$ cat config.mk
export PLATFORM = sky130hd
export DESIGN_NAME = line_edit_buffer_flat
export DESIGN_NICKNAME = d
export VERILOG_FILES = /design/src/rtl/leb_pkg.sv /design/src/rtl/leb_if.sv /design/src/rtl/leb_ram.sv /design/src/rtl/leb_ctrl.sv /design/src/rtl/line_edit_buffer.sv /design/src/flat_wrapper.sv
export SDC_FILE = /design/constraint.sdc
export NUM_CORES = 1
export LEC_CHECK = 0
export BUFFER_PORTS_ARGS = -buffer_cell sky130_fd_sc_hd__clkbuf_2
export CAP_MARGIN = 10
export CORE_MARGIN = 8
export CORE_UTILIZATION = 38
export DETAILED_ROUTE_END_ITERATION = 10
export HOLD_SLACK_MARGIN = 0.08
export PLACE_DENSITY = 0.55
export SYNTH_ARGS = -nofsm -noshare
export SYNTH_HDL_FRONTEND = slang
export SYNTH_SLANG_ARGS = --single-unit
$ cat constraint.sdc
create_clock -name clk -period 4.7 [get_ports clk]
set_input_delay 0.94 -clock clk [delete_from_list [all_inputs] [get_ports clk]]
set_output_delay 0.94 -clock clk [all_outputs]
set_load 0.05 [all_outputs]
$ cat src/rtl/leb_pkg.sv
package leb_pkg;

  // fixed field widths
  localparam int KEY_W     = 9;
  localparam int CODE_W    = 8;
  localparam int DEST_W    = 2;
  localparam int LEN_W     = 5;
  localparam int CFG_IDX_W = 8;

  // default line capacity
  localparam int MAX_LINE_DEF = 31;

  // fixed key codes
  localparam logic [KEY_W-1:0] KEY_NEWLINE   = 9'd10;
  localparam logic [KEY_W-1:0] KEY_BACKSPACE = 9'd8;

  // register indexes
  localparam logic [CFG_IDX_W-1:0] REG_LEFT_CODE  = 8'd0;
  localparam logic [CFG_IDX_W-1:0] REG_RIGHT_CODE = 8'd1;

  // register reset values
  localparam logic [CODE_W-1:0] LEFT_CODE_RST  = 8'd1;
  localparam logic [CODE_W-1:0] RIGHT_CODE_RST = 8'd2;

  typedef enum logic [DEST_W-1:0] {
    DEST_ECHO     = 2'd0,
    DEST_CONSUMER = 2'd1,
    DEST_DROP     = 2'd2
  } dest_t;

  typedef enum logic [3:0] {
    S_IDLE,
    S_DISPATCH,
    S_ECHO_RIGHT,
    S_ECHO_NL,
    S_FLUSH_RD,
    S_FLUSH_EMIT,
    S_FLUSH_NL,
    S_BS_RD,
    S_BS_WR,
    S_INS_RD,
    S_INS_WR
  } state_t;

  // cursor key codes handed to the sequencer
  typedef struct packed {
    logic [CODE_W-1:0] left;
    logic [CODE_W-1:0] right;
  } codes_t;

  // 9-bit two's complement of a cursor code
  function automatic logic [KEY_W-1:0] neg_code(input logic [CODE_W-1:0] code);
    logic [KEY_W:0] diff;
    diff = 10'h200 - {2'b00, code};
    return diff[KEY_W-1:0];
  endfunction

endpackage

$ cat src/rtl/leb_if.sv
// key channel
interface leb_key_if;
  logic                       valid;
  logic                       ready;
  logic [leb_pkg::KEY_W-1:0]  key;

  modport source (output valid, output key, input ready);
  modport sink   (input valid, input key, output ready);
endinterface

// result channel
interface leb_res_if;
  logic                       valid;
  logic                       ready;
  logic [leb_pkg::DEST_W-1:0] destination;
  logic [leb_pkg::KEY_W-1:0]  value;
  logic                       last;

  modport source (output valid, output destination, output value, output last, input ready);
  modport sink   (input valid, input destination, input value, input last, output ready);
endinterface

// configuration write channel
interface leb_cfg_if;
  logic                          valid;
  logic                          ready;
  logic [leb_pkg::CFG_IDX_W-1:0] index;
  logic [leb_pkg::CODE_W-1:0]    data;

  modport source (output valid, output index, output data, input ready);
  modport sink   (input valid, input index, input data, output ready);
endinterface

$ cat src/rtl/leb_ram.sv
module leb_ram #(
  parameter int WIDTH = 9,
  parameter int DEPTH = 31
) (
  input  logic                                   clk,
  input  logic                                   we,
  input  logic [(DEPTH > 1 ? $clog2(DEPTH) : 1)-1:0] waddr,
  input  logic [WIDTH-1:0]                       wdata,
  input  logic                                   re,
  input  logic [(DEPTH > 1 ? $clog2(DEPTH) : 1)-1:0] raddr,
  output logic [WIDTH-1:0]                       rdata
);

  logic [WIDTH-1:0] mem [DEPTH];

  // single write port, registered read port
  always_ff @(posedge clk) begin
    if (we) begin
      mem[waddr] <= wdata;
    end
    if (re) begin
      rdata <= mem[raddr];
    end
  end

endmodule

$ cat src/rtl/leb_ctrl.sv
module leb_ctrl #(
  parameter int MAX_LINE = leb_pkg::MAX_LINE_DEF
) (
  input  logic            clk,
  input  logic            rst,
  input  leb_pkg::codes_t codes,
  leb_key_if.sink         keys,
  leb_res_if.source       results
);
  import leb_pkg::*;

  localparam int AW = (MAX_LINE > 1) ? $clog2(MAX_LINE) : 1;

  state_t state, state_next;

  logic [KEY_W-1:0] key_q;
  logic [LEN_W-1:0] len, len_next;
  logic [LEN_W-1:0] cursor, cursor_next;
  logic [LEN_W-1:0] idx, idx_next;
  logic [LEN_W-1:0] idx_inc, idx_dec;

  // output register
  logic             out_valid;
  dest_t            out_dest;
  logic [KEY_W-1:0] out_value;
  logic             out_last;

  logic             emit;
  dest_t            emit_dest;
  logic [KEY_W-1:0] emit_value;
  logic             emit_last;

  // line store port signals
  logic             we, re;
  logic [AW-1:0]    waddr, raddr;
  logic [KEY_W-1:0] wdata, rdata;

  // decode and status
  logic is_left, is_right, is_nl, is_bs;
  logic slot, left_ok, right_ok, more_after, full, ins_more;

  leb_ram #(.WIDTH(KEY_W), .DEPTH(MAX_LINE)) u_store (
    .clk   (clk),
    .we    (we),
    .waddr (waddr),
    .wdata (wdata),
    .re    (re),
    .raddr (raddr),
    .rdata (rdata)
  );

  assign idx_inc = idx + 1'b1;
  assign idx_dec = idx - 1'b1;

  assign is_left  = (key_q == neg_code(codes.left));
  assign is_right = (key_q == neg_code(codes.right));
  assign is_nl    = (key_q == KEY_NEWLINE);
  assign is_bs    = (key_q == KEY_BACKSPACE);

  assign slot       = !out_valid || results.ready;
  assign left_ok    = (cursor != '0);
  assign right_ok   = (cursor < len);
  assign more_after = ({1'b0, idx} + 1'b1) < {1'b0, len};
  assign full       = (len >= LEN_W'(MAX_LINE));
  assign ins_more   = (idx > cursor);

  assign keys.ready = (state == S_IDLE);

  // next state
  always_comb begin
    state_next = state;
    case (state)
      S_IDLE: begin
        if (keys.valid) state_next = S_DISPATCH;
      end
      S_DISPATCH: begin
        if (is_left) begin
          if (!left_ok || slot) state_next = S_IDLE;
        end else if (is_right) begin
          if (!right_ok || slot) state_next = S_IDLE;
        end else if (is_nl) begin
          state_next = S_ECHO_RIGHT;
        end else if (is_bs) begin
          if (!left_ok) state_next = S_IDLE;
          else if (slot) state_next = S_BS_RD;
        end else if (slot) begin
          state_next = full ? S_IDLE : S_INS_RD;
        end
      end
      S_ECHO_RIGHT: begin
        if (!right_ok) state_next = S_ECHO_NL;
      end
      S_ECHO_NL: begin
        if (slot) state_next = (len != '0) ? S_FLUSH_RD : S_FLUSH_NL;
      end
      S_FLUSH_RD: state_next = S_FLUSH_EMIT;
      S_FLUSH_EMIT: begin
        if (slot && !more_after) state_next = S_FLUSH_NL;
      end
      S_FLUSH_NL: begin
        if (slot) state_next = S_IDLE;
      end
      S_BS_RD:  state_next = more_after ? S_BS_WR : S_IDLE;
      S_BS_WR:  state_next = S_BS_RD;
      S_INS_RD: state_next = ins_more ? S_INS_WR : S_IDLE;
      S_INS_WR: state_next = S_INS_RD;
      default:  state_next = S_IDLE;
    endcase
  end

  // outputs, store accesses and counter updates
  always_comb begin
    emit        = 1'b0;
    emit_dest   = DEST_ECHO;
    emit_value  = key_q;
    emit_last   = 1'b0;
    we          = 1'b0;
    waddr       = idx[AW-1:0];
    wdata       = rdata;
    re          = 1'b0;
    raddr       = idx[AW-1:0];
    cursor_next = cursor;
    len_next    = len;
    idx_next    = idx;
    case (state)
      S_DISPATCH: begin
        if (is_left) begin
          if (left_ok && slot) begin
            emit        = 1'b1;
            emit_value  = neg_code(codes.left);
            emit_last   = 1'b1;
            cursor_next = cursor - 1'b1;
          end
        end else if (is_right) begin
          if (right_ok && slot) begin
            emit        = 1'b1;
            emit_value  = neg_code(codes.right);
            emit_last   = 1'b1;
            cursor_next = cursor + 1'b1;
          end
        end else if (is_nl) begin
          idx_next = '0;
        end else if (is_bs) begin
          if (left_ok && slot) begin
            emit        = 1'b1;
            emit_value  = KEY_BACKSPACE;
            emit_last   = 1'b1;
            cursor_next = cursor - 1'b1;
            idx_next    = cursor - 1'b1;
          end
        end else if (slot) begin
          emit      = 1'b1;
          emit_last = 1'b1;
          if (full) emit_dest = DEST_DROP;
          else idx_next = len;
        end
      end
      // cursor walks to the end of the line
      S_ECHO_RIGHT: begin
        if (right_ok && slot) begin
          emit        = 1'b1;
          emit_value  = neg_code(codes.right);
          cursor_next = cursor + 1'b1;
        end
      end
      S_ECHO_NL: begin
        if (slot) begin
          emit       = 1'b1;
          emit_value = KEY_NEWLINE;
          idx_next   = '0;
        end
      end
      // first read of the flush
      S_FLUSH_RD: begin
        re = 1'b1;
      end
      // deliver one stored key, fetch the next
      S_FLUSH_EMIT: begin
        if (slot) begin
          emit       = 1'b1;
          emit_dest  = DEST_CONSUMER;
          emit_value = rdata;
          if (more_after) begin
            re       = 1'b1;
            raddr    = idx_inc[AW-1:0];
            idx_next = idx_inc;
          end
        end
      end
      S_FLUSH_NL: begin
        if (slot) begin
          emit        = 1'b1;
          emit_dest   = DEST_CONSUMER;
          emit_value  = KEY_NEWLINE;
          emit_last   = 1'b1;
          len_next    = '0;
          cursor_next = '0;
        end
      end
      // backspace: pull the tail down one entry at a time
      S_BS_RD: begin
        if (more_after) begin
          re    = 1'b1;
          raddr = idx_inc[AW-1:0];
        end else begin
          len_next = len - 1'b1;
        end
      end
      S_BS_WR: begin
        we       = 1'b1;
        idx_next = idx_inc;
      end
      // insert: push the tail up, then store the key at the cursor
      S_INS_RD: begin
        if (ins_more) begin
          re    = 1'b1;
          raddr = idx_dec[AW-1:0];
        end else begin
          we          = 1'b1;
          waddr       = cursor[AW-1:0];
          wdata       = key_q;
          cursor_next = cursor + 1'b1;
          len_next    = len + 1'b1;
        end
      end
      S_INS_WR: begin
        we       = 1'b1;
        idx_next = idx_dec;
      end
      default: begin
      end
    endcase
  end

  // control registers
  always_ff @(posedge clk) begin
    if (rst) begin
      state     <= S_IDLE;
      len       <= '0;
      cursor    <= '0;
      out_valid <= 1'b0;
    end else begin
      state  <= state_next;
      len    <= len_next;
      cursor <= cursor_next;
      if (emit) out_valid <= 1'b1;
      else if (results.ready) out_valid <= 1'b0;
    end
  end

  // payload registers
  always_ff @(posedge clk) begin
    idx <= idx_next;
    if (keys.valid && keys.ready) key_q <= keys.key;
    if (emit) begin
      out_dest  <= emit_dest;
      out_value <= emit_value;
      out_last  <= emit_last;
    end
  end

  assign results.valid       = out_valid;
  assign results.destination = out_dest;
  assign results.value       = out_value;
  assign results.last        = out_last;

endmodule

$ cat src/rtl/line_edit_buffer.sv
// Line editor with a cursor. Each word on the keys channel is one 9-bit
// signed key code; each word on the results channel carries a destination
// (echo, consumer, drop notice), a key value and a last flag that marks the
// final word caused by one key. A key that causes nothing gives no word.
// The cfg channel writes the left and right cursor codes (index 0 and 1);
// it is always ready and writes to other indexes are ignored.
// One key is taken at a time: keys.ready is high only while the editor is
// idle. A cursor key or a drop is handled in the dispatch state, which
// registers its word in the output register. Insert and backspace move
// each key after the cursor by a read and then a write, since the read
// port of the line store is registered. Newline gives one word per cycle
// while the results channel takes them: right echoes, newline echo, the
// stored keys, then newline, with a state change to leave the right
// echoes and a store read before the first stored key.
// A held-off results channel stalls the sequencer at its next word; one
// finished word waits in the output register meanwhile.
// Synchronous reset empties the line, homes the cursor, drops any pending
// word and restores the cursor codes to 1 and 2; the store is not cleared.
module line_edit_buffer #(
  parameter int MAX_LINE = leb_pkg::MAX_LINE_DEF
) (
  input logic       clk,
  input logic       rst,
  leb_key_if.sink   keys,
  leb_res_if.source results,
  leb_cfg_if.sink   cfg
);
  import leb_pkg::*;

  logic [CODE_W-1:0] left_code, right_code;
  codes_t            codes;

  assign cfg.ready = 1'b1;

  // cursor code registers
  always_ff @(posedge clk) begin
    if (rst) begin
      left_code  <= LEFT_CODE_RST;
      right_code <= RIGHT_CODE_RST;
    end else if (cfg.valid && cfg.ready) begin
      case (cfg.index)
        REG_LEFT_CODE:  left_code  <= cfg.data;
        REG_RIGHT_CODE: right_code <= cfg.data;
        default: begin
        end
      endcase
    end
  end

  assign codes.left  = left_code;
  assign codes.right = right_code;

  leb_ctrl #(.MAX_LINE(MAX_LINE)) u_ctrl (
    .clk     (clk),
    .rst     (rst),
    .codes   (codes),
    .keys    (keys),
    .results (results)
  );

endmodule
$ cat src/flat_wrapper.sv
// flat-port wrapper written by rule: the top's interface ports become plain ports
module line_edit_buffer_flat import leb_pkg::*;
#(
  parameter int MAX_LINE = leb_pkg::MAX_LINE_DEF
)
  (clk, rst, keys_valid, keys_key, keys_ready, results_valid, results_destination, results_value, results_last, results_ready, cfg_valid, cfg_index, cfg_data, cfg_ready);
  leb_key_if keys_i ();
  leb_res_if results_i ();
  leb_cfg_if cfg_i ();
  input logic clk;
  input logic rst;
  input wire logic [$bits(keys_i.valid)-1:0] keys_valid;
  input wire logic [$bits(keys_i.key)-1:0] keys_key;
  output wire logic [$bits(keys_i.ready)-1:0] keys_ready;
  output wire logic [$bits(results_i.valid)-1:0] results_valid;
  output wire logic [$bits(results_i.destination)-1:0] results_destination;
  output wire logic [$bits(results_i.value)-1:0] results_value;
  output wire logic [$bits(results_i.last)-1:0] results_last;
  input wire logic [$bits(results_i.ready)-1:0] results_ready;
  input wire logic [$bits(cfg_i.valid)-1:0] cfg_valid;
  input wire logic [$bits(cfg_i.index)-1:0] cfg_index;
  input wire logic [$bits(cfg_i.data)-1:0] cfg_data;
  output wire logic [$bits(cfg_i.ready)-1:0] cfg_ready;
  assign keys_i.valid = keys_valid;
  assign keys_i.key = keys_key;
  assign keys_ready = keys_i.ready;
  assign results_valid = results_i.valid;
  assign results_destination = results_i.destination;
  assign results_value = results_i.value;
  assign results_last = results_i.last;
  assign results_i.ready = results_ready;
  assign cfg_i.valid = cfg_valid;
  assign cfg_i.index = cfg_index;
  assign cfg_i.data = cfg_data;
  assign cfg_ready = cfg_i.ready;
  line_edit_buffer #(.MAX_LINE(MAX_LINE)) u_core (.clk(clk), .rst(rst), .keys(keys_i), .results(results_i), .cfg(cfg_i));
endmodule
### Word-level counts from Yosys, hierarchy flattened

Memories as Yosys holds them, arrays and structs flattened. A register that Yosys moved wholly into a read port is not among the register bits.
Cells that the tools add are included.

| word-level totals | value |
|---|---|
| bits in registers | 57 |
| RAM bits | 279 |
| memories kept | 1 |
| word-level logic and storage cells | 171 |

Memory list:

| name | words | width | read ports | clocked after memory_dff | write ports | line | text |
|---|---|---|---|---|---|---|---|
| u_core.u_ctrl.u_store.mem | 31 | 9 | 1 | 1 | 1 | leb_ram.sv:14 | `logic [WIDTH-1:0] mem [DEPTH];` |

| cells by class | value |
|---|---|
| reduce and logical (&&, ||, !) cells | 29 |
| $lt $le $gt $ge | 4 |
| eq/ne operators | 33 |
| add/sub/neg operators | 9 |
| mux-type cells | 84 |

Operator list:

| kind | number |
|---|---|
| two-way mux 5 bit | 22 |
| two-way mux 9 bit | 11 |
| two-way mux 4 bit | 17 |
| one-hot mux 4 bit (11 select lines) | 1 |
| one-hot mux 9 bit (4 select lines) | 1 |
| one-hot mux 5 bit (3 select lines) | 2 |
| one-hot mux 5 bit (5 select lines) | 1 |
| != test 4 bit, second input constant | 6 |
| one-hot mux 5 bit (4 select lines) | 1 |
| == test 9 x 4 -> 1 bit, second input constant | 2 |
| == test 9 bit | 2 |
| != test 2 bit, second input constant | 9 |
| subtractor 1 x 8 -> 9 bit, first input constant | 2 |
| == test 4 x 3 -> 1 bit, second input constant | 4 |
| two-way mux 1 bit | 16 |
| adder 5 x 1 -> 5 bit, second input constant | 3 |
| nonzero test 5 bit | 3 |
| subtractor 5 x 1 -> 5 bit, second input constant | 3 |
| two-way mux 2 bit | 7 |
| == test 4 bit, second input constant | 3 |
| != test 6 bit, second input constant | 2 |
| AND reduction 9 bit | 1 |
| == test 4 x 2 -> 1 bit, second input constant | 2 |
| == test 8 x 1 -> 1 bit, second input constant | 1 |
| 25 further kinds | 37 |

### Longest topological paths before layout

| depth | value |
|---|---|
| word-level depth | 10 |
| depth in mapped cells | 17 |
| mapped depth without buffers | 12 |

### Hierarchy

Synthesis repeated with hierarchy kept, for this count alone.

| unflattened totals | value |
|---|---|
| cells, all modules | 1,250 |
| area, all modules | 16,738.6 µm² |

Modules (own cells, without submodules):

| module | instances | sequential area each (µm²) | cells each | area an instance (µm²) |
|---|---|---|---|---|
| leb_ram | 1 | 8,648.3 | 534 | 11,168.2 |
| leb_ctrl | 1 | 1,081.0 | 645 | 4,839.6 |
| line_edit_buffer | 1 | 320.3 | 71 | 730.7 |

### Worst setup path before layout

No wires, ideal clock.

| timing | value |
|---|---|
| kind | reg2reg |
| start point | reg u_core.u_ctrl.idx[2] |
| end point | reg u_core.u_ctrl.u_store.rdata[3], read port of u_core.u_ctrl.u_store.mem (data pin) |
| cell stages (with the launch flop) | 16 |
| required time | 4,433 ps |
| data arrival time | 3,719 ps |
| setup slack | 714 ps |
| path through | edfxtp_1 clkbuf_1 clkbuf_1 xor2_1 ha_1 or3_1 o22a_1 a21oi_4 buf_6 a21oi_1 xnor2_1 buf_2 buf_2 mux4_2 a32oi_1 nand4_1 |

| on the way | value |
|---|---|
| word-level cells in the longest chain between the ends | 5 |

RTL lines:

| item | line | text |
|---|---|---|
| start: declaration | leb_ctrl.sv:19 | `logic [LEN_W-1:0] idx, idx_next;` |
| start signal: assignment | leb_ctrl.sv:253 | `idx <= idx_next;` |
| adder 5 x 1 -> 6 bit | leb_ctrl.sv:63 | `assign more_after = ({1'b0, idx} + 1'b1) < {1'b0, len};` |
| less-than comparator 6 x 5 -> 1 bit | leb_ctrl.sv:63 |  |
| two-way mux 1 bit or two-way mux 5 bit (tied branches) (2 in series) | n/a |  |
| one-hot mux 1 bit (4 select lines) or one-hot mux 5 bit (3 select lines) (tied branches) | leb_ctrl.sv:125 | `case (state)` |
| end: declaration | leb_ram.sv:11 | `output logic [WIDTH-1:0] rdata` |

Parallel ways exist; a longest one is shown, timed or not.
A chain may end at the register's enable or synchronous reset.

### Final worst setup path

| timing | value |
|---|---|
| start point | reg u_core.u_ctrl.idx[0] |
| end point | reg u_core.u_ctrl.u_store.rdata[7], read port of u_core.u_ctrl.u_store.mem (data pin) |

Same word-level chain as after synthesis.

==> metrics <==
warnings from Yosys=0; xor/xnor share of the synthesized area=2.23%; FF-to-FF End=u_core.u_ctrl.u_store.rdata[7]; grt ovf=0; Clk Latency, worst-skew pair=550 ps; Fin. Hold Viols=0; most common cell after layout, fill and taps aside=edfxtp_1; crit path from=u_core.u_ctrl.idx[0]; Post-Layout Inst Area=0.0186 mm²; Die ar.=0.0500 mm²; most frequent cells in the layout=314 x edfxtp_1, 139 x nand2_1, 114 x nor2_1, 50 x mux2i_1, 48 x buf_4; Synth cell types=87; Starting Density=38.3%; clk_skew=18.0 ps; mean post-synth cell area=12.6 µm²; HP Class=flip-flop to flip-flop; layout cells sized above 1=15.6%; final WL=45700 µm; worst r2r src=u_core.u_ctrl.idx[0]; Detail Route Antenna Nets=0; Post-Synth Adder-Cell Area=1.88%; NetSw=4.92 mW; f_max=227 MHz; final setup margin=290 ps; crit path capture=u_core.u_ctrl.u_store.rdata[7]; clock power share=23.4%; core box area=0.0428 mm²; total negative slack=0 ps; Reg power frac=33.6%; initial antenna violation count=0; Pre-antenna DRT Iters=5; Setup crit start kind=flip-flop; simple-gate portion of the synthesized area=12.8%; Worst-path clk slew=60 ps; residual DRC count=0; nets=1414; critical path arrival=4700 ps; Post-DP HPWL=30500 µm; IR drop worst, VDD=0.337 mV; I/O pin total=45; mux contribution to synthesized area=7.59%; Die Y=224 µm; vias in the first global route=10900; #FFs+latches synth=345; RSZ-0062 raised after global routing=no; cell area power density=662 mW/mm²; CTS tree=yes; period utilization=93.8%; initial DRC count=1056; root buffer cell=clkbuf_16; first-pass GRT wire length=68900 µm; element type at the critical path end=flip-flop; # diodes=0; die width=224 µm; sw frac=40.0%; Synth Area in Compound Gates=11.5%; Hold Path Depth=2; worst reg2reg path depth=12; Mapped Area=0.0164 mm²; syn nets=1354; Final Max Slew Viols=0; Static Leak=6.44 nW; Vias=11100; combinational family with the most area after synthesis=simple AND/OR/NAND/NOR gates; type of the worst setup path=flip-flop to flip-flop; Slew headroom=26.3%; largest net degree at the start of global routing=45; Hold Startpoint=u_core.u_ctrl.len[4]; total setup buffers inserted after CTS=0; register area share after synthesis=61.3%; Post-Syn Instances=1300; clock sinks=345; EDFF count, synth=314; gpl congestion=0.890; Async S/R FF share, synth=0%; Setup WS pre-CTS=335 ps; H-tree depth=2; row count=76; CP max FO=44; # Max-Cap Violations=0; clk buf depth=3; combinational power share=43.0%; Num CTS Buffers=37; Final Setup Violations=0; post-cts gate resize count=0; Area after DPL=0.0174 mm²; Avg WL per Cell=23.6 µm; worst path required time=4990 ps; worst reg-to-reg setup slack=290 ps; CTS Hold Buffers Added=0; Slew @ Worst Pin=1100 ps; vias per cell=5.75; # port buffers=43; P&R area growth vs syn=13.4%; outcome=finished clean; Int Pwr=7.38 mW; gr usage total=17.9%; Final min period=4410 ps; Top FF cell, synth=edfxtp_1
[routing by layer]
| layer | global-route usage, % | vias to the layer above | share of wire, % |
|---|---|---|---|
| li1 | - | 5130 | - |
| met1 | 24.2 | 5545 | 43 |
| met2 | 29.1 | 376 | 47 |
| met3 | 3.64 | 76 | 7.1 |
| met4 | 5.23 | 0 | 2.5 |
| met5 | 0 | - | 0 |
[kinds of logic after synthesis]
kind of cell	count (synthesis)
mux	97
buf+inv	106
xor+xnor	37
simple gates	429
flops	345
other cells	1
compound gates	261
fa+ha+maj	24
[stage by stage]
| stage | hold slack [ps] | cells | power, mW | util [%] |
|---|---|---|---|---|
| 2_1_floorplan | 480 | 1300 | 7.70 | - |
| 3_3_place_gp | 515 | 1867 | 9.43 | 40.7 |
| 3_5_place_dp | 537 | 1867 | 9.46 | 40.7 |
| 4_1_cts | 545 | 1935 | 12.4 | 43.5 |
| 5_1_grt | 554 | 1935 | 12.9 | 43.5 |
| 6_report | 550 | 1935 | 12.3 | 43.5 |
[area by class of cell]
class	count	area, µm²
Tap cell	546	683
Clock inverter	17	176
Timing Repair Buffer	95	656
Multi-Input combinational cell	849	5910
Clock buffer	51	1000
Sequential cell	345	10000
Inverter	32	120
Fill cell	3936	24200
[registers in the layout (all words and copies together), names as in the netlist]
name                               cells
u_core.u_ctrl.results.value            9
u_core.u_ctrl.results.valid            1
u_core.u_ctrl.results.last             1
u_core.right_code                      8
u_core.u_ctrl.u_store.mem            279
u_core.u_ctrl.key_q                    9
u_core.u_ctrl.state                    4
u_core.u_ctrl.results.destination      2
u_core.u_ctrl.idx                      5
u_core.u_ctrl.cursor                   5
u_core.left_code                       8
u_core.u_ctrl.u_store.rdata            9
u_core.u_ctrl.len                      5
[how the worst min path moves through the flow]
stage | to | slack, ps
after floorplan | u_core.u_ctrl.len[4] | 480
after global placement | u_core.u_ctrl.len[4] | 510
after detailed placement | u_core.u_ctrl.len[4] | 540
after CTS | u_core.u_ctrl.len[4] | 550
after global routing | u_core.u_ctrl.key_q[3] | 550
final | u_core.u_ctrl.len[4] | 550
[cell usage after synthesis (30+ instances only)]
cell / n / share of area [%]
nor2_1: 114 / 2.6
dfxtp_1: 31 / 3.8
edfxtp_1: 314 / 58
nor3_1: 30 / 0.92
clkbuf_1: 35 / 0.80
and3_1: 30 / 1.1
mux2i_1: 50 / 3.1
inv_1: 30 / 0.69
a21oi_1: 45 / 1.4
nand2_1: 140 / 3.2
[power groups by stage]
stage,combinational [mW],clock [mW],sequential (mW)
3_3_place_gp,5.25,0,4.19
4_1_cts,5.29,2.95,4.13
3_5_place_dp,5.27,0,4.19
6_report,5.29,2.89,4.13
2_1_floorplan,3.43,0,4.26
5_1_grt,5.70,3.06,4.15
[critical path, stage by stage, from the launching register on]
cell      delay (ps)
edfxtp_1         480
ha_1             350
xor2_1           190
ha_1             220
or3_1            360
o22a_1           260
a21oi_4          380
a21oi_1          230
xnor2_2          310
buf_12           310
mux4_2           550
a22oi_1          330
nand4_1          120
Power figures use the tool's default switching activity.
